$ cat config.mk
export PLATFORM = sky130hd
export DESIGN_NAME = lzss_token_stream_checker_unit
export DESIGN_NICKNAME = d
export VERILOG_FILES = /design/src/rtl/core/ltsc_pkg.sv /design/src/rtl/core/ltsc_cfg.sv /design/src/rtl/core/ltsc_parse.sv /design/src/rtl/core/lzss_token_stream_checker_unit.sv
export VERILOG_INCLUDE_DIRS = /design/src /design/src/rtl/core
export SDC_FILE = /design/constraint.sdc
export NUM_CORES = 2
export LEC_CHECK = 0
export ABC_CLOCK_PERIOD_IN_PS = 16700
export BUFFER_PORTS_ARGS = -buffer_cell sky130_fd_sc_hd__buf_2
export CORE_ASPECT_RATIO = 0.8
export CORE_MARGIN = 4
export CORE_UTILIZATION = 45
export DETAILED_ROUTE_END_ITERATION = 12
export PLACE_DENSITY_LB_ADDON = 0.05
export SYNTH_ARGS = -nofsm -noshare
export SYNTH_HDL_FRONTEND = slang
export SYNTH_HIERARCHICAL = 1
export SYNTH_SLANG_ARGS = --single-unit
$ cat constraint.sdc
create_clock -name clk -period 16.7 [get_ports clk]
set_input_delay 1.67 -clock clk [delete_from_list [all_inputs] [get_ports clk]]
set_output_delay 1.67 -clock clk [all_outputs]
set_load 0.01 [all_outputs]
$ cat src/rtl/core/lzss_token_stream_checker_unit_defines.svh
// Assertion macros for the LZSS token stream checker.
`ifndef LZSS_TOKEN_STREAM_CHECKER_UNIT_DEFINES_SVH
`define LZSS_TOKEN_STREAM_CHECKER_UNIT_DEFINES_SVH

`ifndef ASSERT_OFF
`define LTSC_ASSERT_IMP(lbl, clk, rstn, ante, cons) \
  lbl: assert property (@(posedge clk) disable iff (!rstn) (ante) |-> (cons)) \
    else $error("ltsc assertion failed");
`define LTSC_ASSERT_NXT(lbl, clk, rstn, ante, cons) \
  lbl: assert property (@(posedge clk) disable iff (!rstn) (ante) |=> (cons)) \
    else $error("ltsc assertion failed");
`else
`define LTSC_ASSERT_IMP(lbl, clk, rstn, ante, cons)
`define LTSC_ASSERT_NXT(lbl, clk, rstn, ante, cons)
`endif

`endif

$ cat src/rtl/core/ltsc_pkg.sv
package ltsc_pkg;

  typedef enum logic [3:0] {
    ST_OK       = 4'd0,
    ST_WINDOW   = 4'd1,
    ST_RANGE    = 4'd2,
    ST_FLAGS    = 4'd3,
    ST_LIMIT    = 4'd4,
    ST_TAG      = 4'd5,
    ST_TRUNC    = 4'd6,
    ST_DIST     = 4'd7,
    ST_LEN      = 4'd8,
    ST_OVF      = 4'd9,
    ST_MISMATCH = 4'd10
  } status_t;

  typedef enum logic [2:0] {
    REG_MAX_DIST       = 3'd0,
    REG_MIN_MATCH      = 3'd1,
    REG_MAX_MATCH      = 3'd2,
    REG_FORMAT_FLAGS   = 3'd3,
    REG_FRAME_SIZE     = 3'd4,
    REG_LIMIT_DISTANCE = 3'd5,
    REG_LIMIT_MATCH    = 3'd6,
    REG_LIMIT_FRAME    = 3'd7
  } cfg_idx_t;

  localparam int unsigned CFG_IDX_W  = 3;
  localparam int unsigned CFG_DATA_W = 64;

  localparam logic [31:0] RST_MAX_DIST       = 32'd4096;
  localparam logic [31:0] RST_MIN_MATCH      = 32'd5;
  localparam logic [31:0] RST_MAX_MATCH      = 32'd258;
  localparam logic [31:0] RST_FORMAT_FLAGS   = 32'd0;
  localparam logic [63:0] RST_FRAME_SIZE     = 64'd0;
  localparam logic [31:0] RST_LIMIT_DISTANCE = 32'hFFFF_FFFF;
  localparam logic [31:0] RST_LIMIT_MATCH    = 32'hFFFF_FFFF;
  localparam logic [63:0] RST_LIMIT_FRAME    = 64'hFFFF_FFFF_FFFF_FFFF;

  localparam logic [31:0] MIN_MATCH_FLOOR = 32'd5;

  localparam logic [7:0] TAG_MATCH  = 8'd1;
  localparam logic       KIND_LIT   = 1'b0;
  localparam logic       KIND_MATCH = 1'b1;

  localparam logic [3:0] POS_IDLE   = 4'd0;
  localparam logic [3:0] POS_FIRST  = 4'd1;
  localparam logic [3:0] LIT_LAST   = 4'd1;
  localparam logic [3:0] DIST_LAST  = 4'd4;
  localparam logic [3:0] MATCH_LAST = 4'd8;

  typedef struct packed {
    logic [7:0] in_byte;
    logic       frame_end;
  } in_item_t;

  typedef struct packed {
    logic        token_kind;
    logic [7:0]  literal_byte;
    logic [31:0] match_distance;
    logic [31:0] match_length;
    status_t     status;
    logic [63:0] produced_total;
  } out_item_t;

  typedef struct packed {
    logic [31:0] max_dist;
    logic [31:0] min_match;
    logic [31:0] max_match;
    logic [31:0] limit_match;
    logic [63:0] frame_size;
    status_t     param_status;
    logic        frame_over;
  } chk_cfg_t;

endpackage

$ cat src/rtl/core/ltsc_cfg.sv
module ltsc_cfg (
  input  logic                                clk,
  input  logic                                rst_n,
  input  logic                                cfg_we,
  input  logic [ltsc_pkg::CFG_IDX_W-1:0]      cfg_addr,
  input  logic [ltsc_pkg::CFG_DATA_W-1:0]     cfg_wdata,
  output ltsc_pkg::chk_cfg_t                  chk_cfg
);

  logic [31:0] max_dist_r;
  logic [31:0] min_match_r;
  logic [31:0] max_match_r;
  logic [31:0] format_flags_r;
  logic [63:0] frame_size_r;
  logic [31:0] limit_distance_r;
  logic [31:0] limit_match_r;
  logic [63:0] limit_frame_r;

  ltsc_pkg::status_t param_status_r;
  ltsc_pkg::status_t param_status_nxt;
  logic              frame_over_r;
  logic              frame_over_nxt;

  logic [31:0] wdata32;

  assign wdata32 = cfg_wdata[31:0];

  always_ff @(posedge clk) begin
    if (!rst_n) begin
      max_dist_r       <= ltsc_pkg::RST_MAX_DIST;
      min_match_r      <= ltsc_pkg::RST_MIN_MATCH;
      max_match_r      <= ltsc_pkg::RST_MAX_MATCH;
      format_flags_r   <= ltsc_pkg::RST_FORMAT_FLAGS;
      frame_size_r     <= ltsc_pkg::RST_FRAME_SIZE;
      limit_distance_r <= ltsc_pkg::RST_LIMIT_DISTANCE;
      limit_match_r    <= ltsc_pkg::RST_LIMIT_MATCH;
      limit_frame_r    <= ltsc_pkg::RST_LIMIT_FRAME;
    end else if (cfg_we) begin
      unique case (ltsc_pkg::cfg_idx_t'(cfg_addr))
        ltsc_pkg::REG_MAX_DIST:       max_dist_r       <= wdata32;
        ltsc_pkg::REG_MIN_MATCH:      min_match_r      <= wdata32;
        ltsc_pkg::REG_MAX_MATCH:      max_match_r      <= wdata32;
        ltsc_pkg::REG_FORMAT_FLAGS:   format_flags_r   <= wdata32;
        ltsc_pkg::REG_FRAME_SIZE:     frame_size_r     <= cfg_wdata;
        ltsc_pkg::REG_LIMIT_DISTANCE: limit_distance_r <= wdata32;
        ltsc_pkg::REG_LIMIT_MATCH:    limit_match_r    <= wdata32;
        ltsc_pkg::REG_LIMIT_FRAME:    limit_frame_r    <= cfg_wdata;
        default: ;
      endcase
    end
  end

  always_comb begin
    if (max_dist_r == 32'd0) begin
      param_status_nxt = ltsc_pkg::ST_WINDOW;
    end else if (min_match_r < ltsc_pkg::MIN_MATCH_FLOOR || max_match_r < min_match_r) begin
      param_status_nxt = ltsc_pkg::ST_RANGE;
    end else if (format_flags_r != 32'd0) begin
      param_status_nxt = ltsc_pkg::ST_FLAGS;
    end else if (max_dist_r > limit_distance_r || max_match_r > limit_match_r) begin
      param_status_nxt = ltsc_pkg::ST_LIMIT;
    end else begin
      param_status_nxt = ltsc_pkg::ST_OK;
    end
    frame_over_nxt = frame_size_r > limit_frame_r;
  end

  // precompute parameter checks; the user must change the registers only while idle, the block does not enforce this
  always_ff @(posedge clk) begin
    if (!rst_n) begin
      param_status_r <= ltsc_pkg::ST_OK;
      frame_over_r   <= 1'b0;
    end else begin
      param_status_r <= param_status_nxt;
      frame_over_r   <= frame_over_nxt;
    end
  end

  always_comb begin
    chk_cfg.max_dist     = max_dist_r;
    chk_cfg.min_match    = min_match_r;
    chk_cfg.max_match    = max_match_r;
    chk_cfg.limit_match  = limit_match_r;
    chk_cfg.frame_size   = frame_size_r;
    chk_cfg.param_status = param_status_r;
    chk_cfg.frame_over   = frame_over_r;
  end

endmodule

$ cat src/rtl/core/ltsc_parse.sv
module ltsc_parse (
  input  logic                  clk,
  input  logic                  rst_n,
  input  logic                  fire,
  input  ltsc_pkg::in_item_t    item,
  input  ltsc_pkg::chk_cfg_t    chk_cfg,
  output logic                  res_valid,
  output ltsc_pkg::out_item_t   res
);

  logic [3:0]  pos_r, pos_nxt;
  logic        kind_r, kind_nxt;
  logic [31:0] dist_r, dist_nxt;
  logic [31:0] len_r, len_nxt;
  logic [63:0] count_r, count_nxt;

  logic [3:0]  pos_m1;
  logic [4:0]  shamt;
  logic [31:0] byte_shifted;
  logic [31:0] dist_asm;
  logic [31:0] len_asm;
  logic [3:0]  last_pos;
  logic [63:0] add_val;
  logic [64:0] sum;
  ltsc_pkg::status_t chk_status;

  assign pos_m1       = pos_r - ltsc_pkg::POS_FIRST;
  assign shamt        = {pos_m1[1:0], 3'b000};
  assign byte_shifted = 32'(item.in_byte) << shamt;

  always_comb begin
    dist_asm = dist_r;
    len_asm  = len_r;
    if (kind_r == ltsc_pkg::KIND_MATCH) begin
      if (pos_r <= ltsc_pkg::DIST_LAST) begin
        dist_asm = dist_r | byte_shifted;
      end else begin
        len_asm = len_r | byte_shifted;
      end
      last_pos = ltsc_pkg::MATCH_LAST;
    end else begin
      dist_asm = 32'(item.in_byte);
      last_pos = ltsc_pkg::LIT_LAST;
    end
  end

  assign add_val = (kind_r == ltsc_pkg::KIND_MATCH) ? 64'(len_asm) : 64'd1;
  assign sum     = {1'b0, count_r} + {1'b0, add_val};

  always_comb begin
    if (chk_cfg.param_status != ltsc_pkg::ST_OK) begin
      chk_status = chk_cfg.param_status;
    end else if (chk_cfg.frame_over || count_r > chk_cfg.frame_size) begin
      chk_status = ltsc_pkg::ST_LIMIT;
    end else if (kind_r == ltsc_pkg::KIND_MATCH && (dist_asm == 32'd0
                 || dist_asm > chk_cfg.max_dist || 64'(dist_asm) > count_r)) begin
      chk_status = ltsc_pkg::ST_DIST;
    end else if (kind_r == ltsc_pkg::KIND_MATCH && (len_asm < chk_cfg.min_match
                 || len_asm > chk_cfg.max_match || len_asm > chk_cfg.limit_match)) begin
      chk_status = ltsc_pkg::ST_LEN;
    end else if (sum[64]) begin
      chk_status = ltsc_pkg::ST_OVF;
    end else if (sum[63:0] > chk_cfg.frame_size) begin
      chk_status = ltsc_pkg::ST_MISMATCH;
    end else begin
      chk_status = ltsc_pkg::ST_OK;
    end
  end

  always_comb begin
    pos_nxt   = pos_r;
    kind_nxt  = kind_r;
    dist_nxt  = dist_r;
    len_nxt   = len_r;
    count_nxt = count_r;
    res_valid = 1'b0;
    res       = '0;
    res.status = ltsc_pkg::ST_OK;
    if (fire) begin
      if (pos_r == ltsc_pkg::POS_IDLE) begin
        if (item.in_byte > ltsc_pkg::TAG_MATCH) begin
          res_valid  = 1'b1;
          res.status = ltsc_pkg::ST_TAG;
        end else begin
          kind_nxt = item.in_byte[0];
          dist_nxt = 32'd0;
          len_nxt  = 32'd0;
          pos_nxt  = ltsc_pkg::POS_FIRST;
          if (item.frame_end) begin
            pos_nxt        = ltsc_pkg::POS_IDLE;
            res_valid      = 1'b1;
            res.token_kind = item.in_byte[0];
            res.status     = ltsc_pkg::ST_TRUNC;
          end
        end
      end else begin
        dist_nxt = dist_asm;
        len_nxt  = len_asm;
        if (pos_r < last_pos) begin
          pos_nxt = pos_r + 4'd1;
          if (item.frame_end) begin
            pos_nxt        = ltsc_pkg::POS_IDLE;
            res_valid      = 1'b1;
            res.token_kind = kind_r;
            res.status     = ltsc_pkg::ST_TRUNC;
          end
        end else begin
          pos_nxt        = ltsc_pkg::POS_IDLE;
          res_valid      = 1'b1;
          res.token_kind = kind_r;
          res.status     = chk_status;
          if (kind_r == ltsc_pkg::KIND_MATCH) begin
            res.match_distance = dist_asm;
            res.match_length   = len_asm;
          end else begin
            res.literal_byte = dist_asm[7:0];
          end
          if (chk_status == ltsc_pkg::ST_OK) begin
            res.produced_total = sum[63:0];
            count_nxt          = sum[63:0];
          end
        end
      end
    end
  end

  always_ff @(posedge clk) begin
    if (!rst_n) begin
      pos_r   <= ltsc_pkg::POS_IDLE;
      kind_r  <= ltsc_pkg::KIND_LIT;
      dist_r  <= 32'd0;
      len_r   <= 32'd0;
      count_r <= 64'd0;
    end else begin
      pos_r   <= pos_nxt;
      kind_r  <= kind_nxt;
      dist_r  <= dist_nxt;
      len_r   <= len_nxt;
      count_r <= count_nxt;
    end
  end

endmodule

$ cat src/rtl/core/lzss_token_stream_checker_unit.sv
// LZSS token stream checker: takes one stream byte per request and returns one
// result per completed token, unknown tag or truncated token. A byte is taken
// every cycle while results are drained; a result is offered once its last byte
// has passed the input register and the single-pass parse and check logic has
// loaded the result register, and a stalled result register holds the byte in
// the input register. Parameter checks are precomputed into a status register
// from the configuration registers after each write.
`include "lzss_token_stream_checker_unit_defines.svh"

module lzss_token_stream_checker_unit (
  input  logic                               clk,
  input  logic                               rst_n,
  input  logic                               in_valid,
  output logic                               in_ready,
  input  ltsc_pkg::in_item_t                 in_data,
  output logic                               out_valid,
  input  logic                               out_ready,
  output ltsc_pkg::out_item_t                out_data,
  input  logic                               cfg_we,
  input  logic [ltsc_pkg::CFG_IDX_W-1:0]     cfg_addr,
  input  logic [ltsc_pkg::CFG_DATA_W-1:0]    cfg_wdata
);

  logic                in_valid_r;
  ltsc_pkg::in_item_t  in_data_r;
  logic                out_valid_r;
  ltsc_pkg::out_item_t out_data_r;
  logic                fire;
  logic                res_valid;
  ltsc_pkg::out_item_t res;
  ltsc_pkg::chk_cfg_t  chk_cfg;

  assign fire     = in_valid_r && (!out_valid_r || out_ready);
  assign in_ready = !in_valid_r || fire;

  ltsc_cfg u_cfg (
    .clk       (clk),
    .rst_n     (rst_n),
    .cfg_we    (cfg_we),
    .cfg_addr  (cfg_addr),
    .cfg_wdata (cfg_wdata),
    .chk_cfg   (chk_cfg)
  );

  ltsc_parse u_parse (
    .clk       (clk),
    .rst_n     (rst_n),
    .fire      (fire),
    .item      (in_data_r),
    .chk_cfg   (chk_cfg),
    .res_valid (res_valid),
    .res       (res)
  );

  always_ff @(posedge clk) begin
    if (!rst_n) begin
      in_valid_r <= 1'b0;
    end else if (in_ready) begin
      in_valid_r <= in_valid;
    end
  end

  always_ff @(posedge clk) begin
    if (in_valid && in_ready) begin
      in_data_r <= in_data;
    end
  end

  always_ff @(posedge clk) begin
    if (!rst_n) begin
      out_valid_r <= 1'b0;
    end else if (fire) begin
      out_valid_r <= res_valid;
    end else if (out_ready) begin
      out_valid_r <= 1'b0;
    end
  end

  always_ff @(posedge clk) begin
    if (fire && res_valid) begin
      out_data_r <= res;
    end
  end

  assign out_valid = out_valid_r;
  assign out_data  = out_data_r;

  `LTSC_ASSERT_IMP(a_err_no_total, clk, rst_n,
    out_valid_r && out_data_r.status != ltsc_pkg::ST_OK, out_data_r.produced_total == 64'd0)
  `LTSC_ASSERT_IMP(a_tag_empty, clk, rst_n,
    out_valid_r && out_data_r.status == ltsc_pkg::ST_TAG,
    !out_data_r.token_kind && out_data_r.match_distance == 32'd0 && out_data_r.literal_byte == 8'd0)
  `LTSC_ASSERT_IMP(a_lit_fields, clk, rst_n,
    out_valid_r && !out_data_r.token_kind,
    out_data_r.match_distance == 32'd0 && out_data_r.match_length == 32'd0)
  `LTSC_ASSERT_NXT(a_stall_holds_input, clk, rst_n,
    in_valid_r && !fire, in_valid_r && $stable(in_data_r))

endmodule

==> impl_metrics.json <==
{
  "outcome": "completed",
  "cap_violations": 0,
  "yosysWarnings": 6,
  "num_vias": 32500,
  "p_per_area_mw_per_mm2": 82.1,
  "drt-initial-drc-count": 3666,
  "syn_inst": 4407,
  "holdPathStages": 2,
  "cp_max_fo": 99,
  "core_area_mm2": 0.0821,
  "cts_tree": "built",
  "wl_per_cell_um": 23.0,
  "io_pins": 224,
  "setup_viol": 0,
  "cts-resized-gates": 0,
  "r2r_start": "u_parse/pos_r[0]",
  "slew_viol_final": 0,
  "clkPwrFrac_pct": 47.6,
  "antenna_found_initial": 6,
  "whs_ns": 0.467,
  "end_kind": "flip-flop",
  "async_reset_ff_share_pct": 0,
  "critPathMaxStageDelay_ns": 0.89,
  "hold_start": "u_parse/dist_r[14]",
  "hold_end": "u_parse/dist_r[14]",
  "hp-class": "flip-flop to flip-flop",
  "drive_gt1_share_pct": 9.14,
  "p_sw_uw": 828,
  "cts.path.max_buffers": 3,
  "clock_latency_ns": 0.62,
  "path_common_cell": "nand2_1",
  "io_buffer_count": 223,
  "drt_drc_violations_left": 0,
  "p_total_uw": 3400,
  "finalHoldViolCount": 0,
  "nNetsFinal": 5068,
  "grt_pass1_wl_um": 191000,
  "period_minus_slack_ns": 10.86,
  "cts_root_buf": "clkbuf_16",
  "yosys.cell_types.count": 88,
  "cts_sinks": 609,
  "synthToLayoutAreaGrowth_pct": 11.4,
  "maxSlewHeadroom_pct": 17.5,
  "crit_required_ns": 17.24,
  "cts_hold_buf": 0,
  "drt-pass1-iter-count": 6,
  "viasPerCell": 5.73,
  "hpwl_um": 97500,
  "seqPwrFrac_pct": 45.6,
  "rows": 94,
  "synth_edf_count": 150,
  "cts.clk_slew.worst_paths_ns": 0.06,
  "arrival_ns": 11.40,
  "rr_worst_depth": 32,
  "antenna_cells": 0,
  "synth_fp_nets": 4966,
  "grt_overflow": 0,
  "critPathSlowestCell": "a21oi_4",
  "antenna_left": 0,
  "die_width_um": 329,
  "synth_area_leaders": "dfxtp_1 25%, ha_1 16%, edfxtp_1 12%",
  "finClkSkew_ns": 0.0221,
  "grtUsageTotal_pct": 29.0,
  "htreeDepth": 3,
  "p_comb_share_pct": 6.8,
  "synth_ff_type": "dfxtp_1",
  "fmax_ghz": 0.0921,
  "yosysTopAreaCell": "dfxtp_1",
  "p_int_uw": 2580,
  "rsz0062_at_grt": "no",
  "dieArea_mm2": 0.0873,
  "wl_um": 130000,
  "worstMarginPinSlew_ns": 1.23,
  "netlist.area_leader.share_pct": 24.7,
  "yosysSeqAreaShare_pct": 36.8,
  "power_leakage_uw": 0.0188,
  "start_kind": "flip-flop",
  "swShare_pct": 24.3,
  "synth_area_per_cell_um2": 8.44,
  "cts_made_buffers": 69,
  "rrSetupSlack_ns": 5.84,
  "fin_cells": 5668,
  "rr_endpoint": "u_parse/count_r[57]",
  "initial_core_util_pct": 45.3,
  "die_h_um": 265,
  "fin_crit_sh_pct": 65.0,
  "placedCellCount": 5542,
  "synthesis.area_mm2": 0.0372,
  "criticalPathCategory": "flip-flop to flip-flop",
  "grt_pass1_vias": 29300,
  "ir_drop_v": 0.0000765,
  "cts_setup_buffers": 0,
  "ys_ff_latch": 609,
  "place.gp.congestion": 0.961,
  "fin_tns_setup_ns": 0,
  "grt_max_degree": 114
}
-- kinds of logic after synthesis --
| family | Yosys count | share of synthesized area, % |
|---|---|---|
| other | 1 | 0.0101 |
| XOR/XNOR | 66 | 1.55 |
| AO/OA/AOI/OAI | 1075 | 19.5 |
| adder cells (fa/ha/maj) | 480 | 16.1 |
| AND/OR/NAND/NOR | 1459 | 18.1 |
| flip-flops | 609 | 36.8 |
| multiplexers | 18 | 0.495 |
| buffers and inverters | 699 | 7.45 |
-- power by group through the flow --
stage / combinational, uW / clock (uW) / sequential [uW]
global placement: 226 / 0 / 1580
global route: 255 / 1710 / 1550
finish: 231 / 1620 / 1550
CTS: 229 / 1650 / 1550
floorplan: 146 / 0 / 1580
detailed placement: 227 / 0 / 1580
-- cell usage in the layout, fill, tap and decap left out, types with 17 or more instances in the layout --
master,netlist,routed
and4_1,19,19
nor2_1,289,282
nand2_1,680,679
edfxtp_1,150,150
clkbuf_1,170,17
buf_2,12,222
a31oi_1,35,35
inv_1,471,471
or3_1,25,25
nor3_1,34,33
a21boi_0,190,190
dfxtp_1,459,458
and3_1,32,32
clkbuf_16,0,73
a21o_1,65,65
nor4_1,49,49
o21a_1,35,35
a21oi_1,296,295
mux2i_1,17,17
a211oi_1,23,23
a22oi_1,38,38
ha_1,478,478
nand3_1,77,76
o211ai_1,148,148
nand2b_1,29,29
and2_1,38,38
nor2b_1,52,52
buf_4,27,35
xnor2_1,46,46
nand4_1,97,97
o21ai_0,105,105
xor2_1,20,20
-- flip-flops by register name, summed over array words and instances (netlist names) --
register / flops
u_cfg/limit_distance_r: 32
in_valid_r: 1
u_cfg/limit_frame_r: 64
u_cfg/max_match_r: 32
u_parse/count_r: 64
u_parse/dist_r: 32
u_cfg/format_flags_r: 32
u_parse/pos_r: 4
u_cfg/max_dist_r: 32
u_parse/len_r: 32
u_parse/kind_r: 1
u_cfg/limit_match_r: 32
u_cfg/min_match_r: 32
u_cfg/param_status_r: 3
u_cfg/frame_over_r: 1
in_data_r: 9
out_valid: 1
u_cfg/frame_size_r: 64
out_data: 141
-- per-stage QoR --
step | instance area, um^2 | utilization (%) | setup slack (ns)
finish | 41400 | 50.5 | 5.84
global route | 41400 | 50.5 | 5.07
CTS | 41400 | 50.5 | 6.07
detailed placement | 39000 | 47.6 | 6.17
global placement | 39000 | 47.6 | 6.39
floorplan | 37200 | - | 7.88
-- worst max path at each step --
| stage | startpoint | to | depth (start not counted) |
|---|---|---|---|
| finish | u_parse/pos_r[0] | u_parse/count_r[57] | 32 |
| detailed placement | u_parse/pos_r[0] | u_parse/count_r[54] | 32 |
| global route | u_parse/pos_r[0] | u_parse/count_r[34] | 32 |
| floorplan | out_ready | out_data[0] | 6 |
| CTS | u_parse/pos_r[0] | u_parse/count_r[57] | 32 |
| global placement | u_parse/pos_r[0] | u_parse/count_r[54] | 33 |
-- metal layers --
metal  vias to the layer above  GRT usage, %  part of all wire, %
li1                      15600             -                    -
met1                     15400          44.3                   48
met2                      1253          40.4                   40
met3                       175          6.67                  9.1
met4                         6          8.28                  2.8
met5                         -             0                0.029
-- Yosys cell counts, drive strengths merged, types with 65 or more instances --
cell,instances
nand2,680
ha,478
inv,472
dfxtp,459
a21oi,298
nor2,289
a21boi,197
clkbuf,176
o211ai,151
edfxtp,150
o21ai,110
nand4,98
nand3,78
a21o,65
-- worst max-delay path: cells and delay by family (launching register included) --
kind,cells,cell delay [ns]
and+or+nand+nor,18,5.79
AOI/OAI and AO/OA,8,2.52
adders and majority gates,3,0.80
DFF,1,0.77
buffers and inverters,2,0.66
xor gates and xnor gates,1,0.13
-- area by class of cell --
class	count	area (um^2)
clock inverter	26	359
clock buffer	100	2030
tap	1104	1380
fill	8080	40700
multi-input combinational	3099	20800
sequential	609	13700
inverter	472	1770
timing repair buffer	258	1390
No activity file was read; power rests on OpenSTA's default activity.
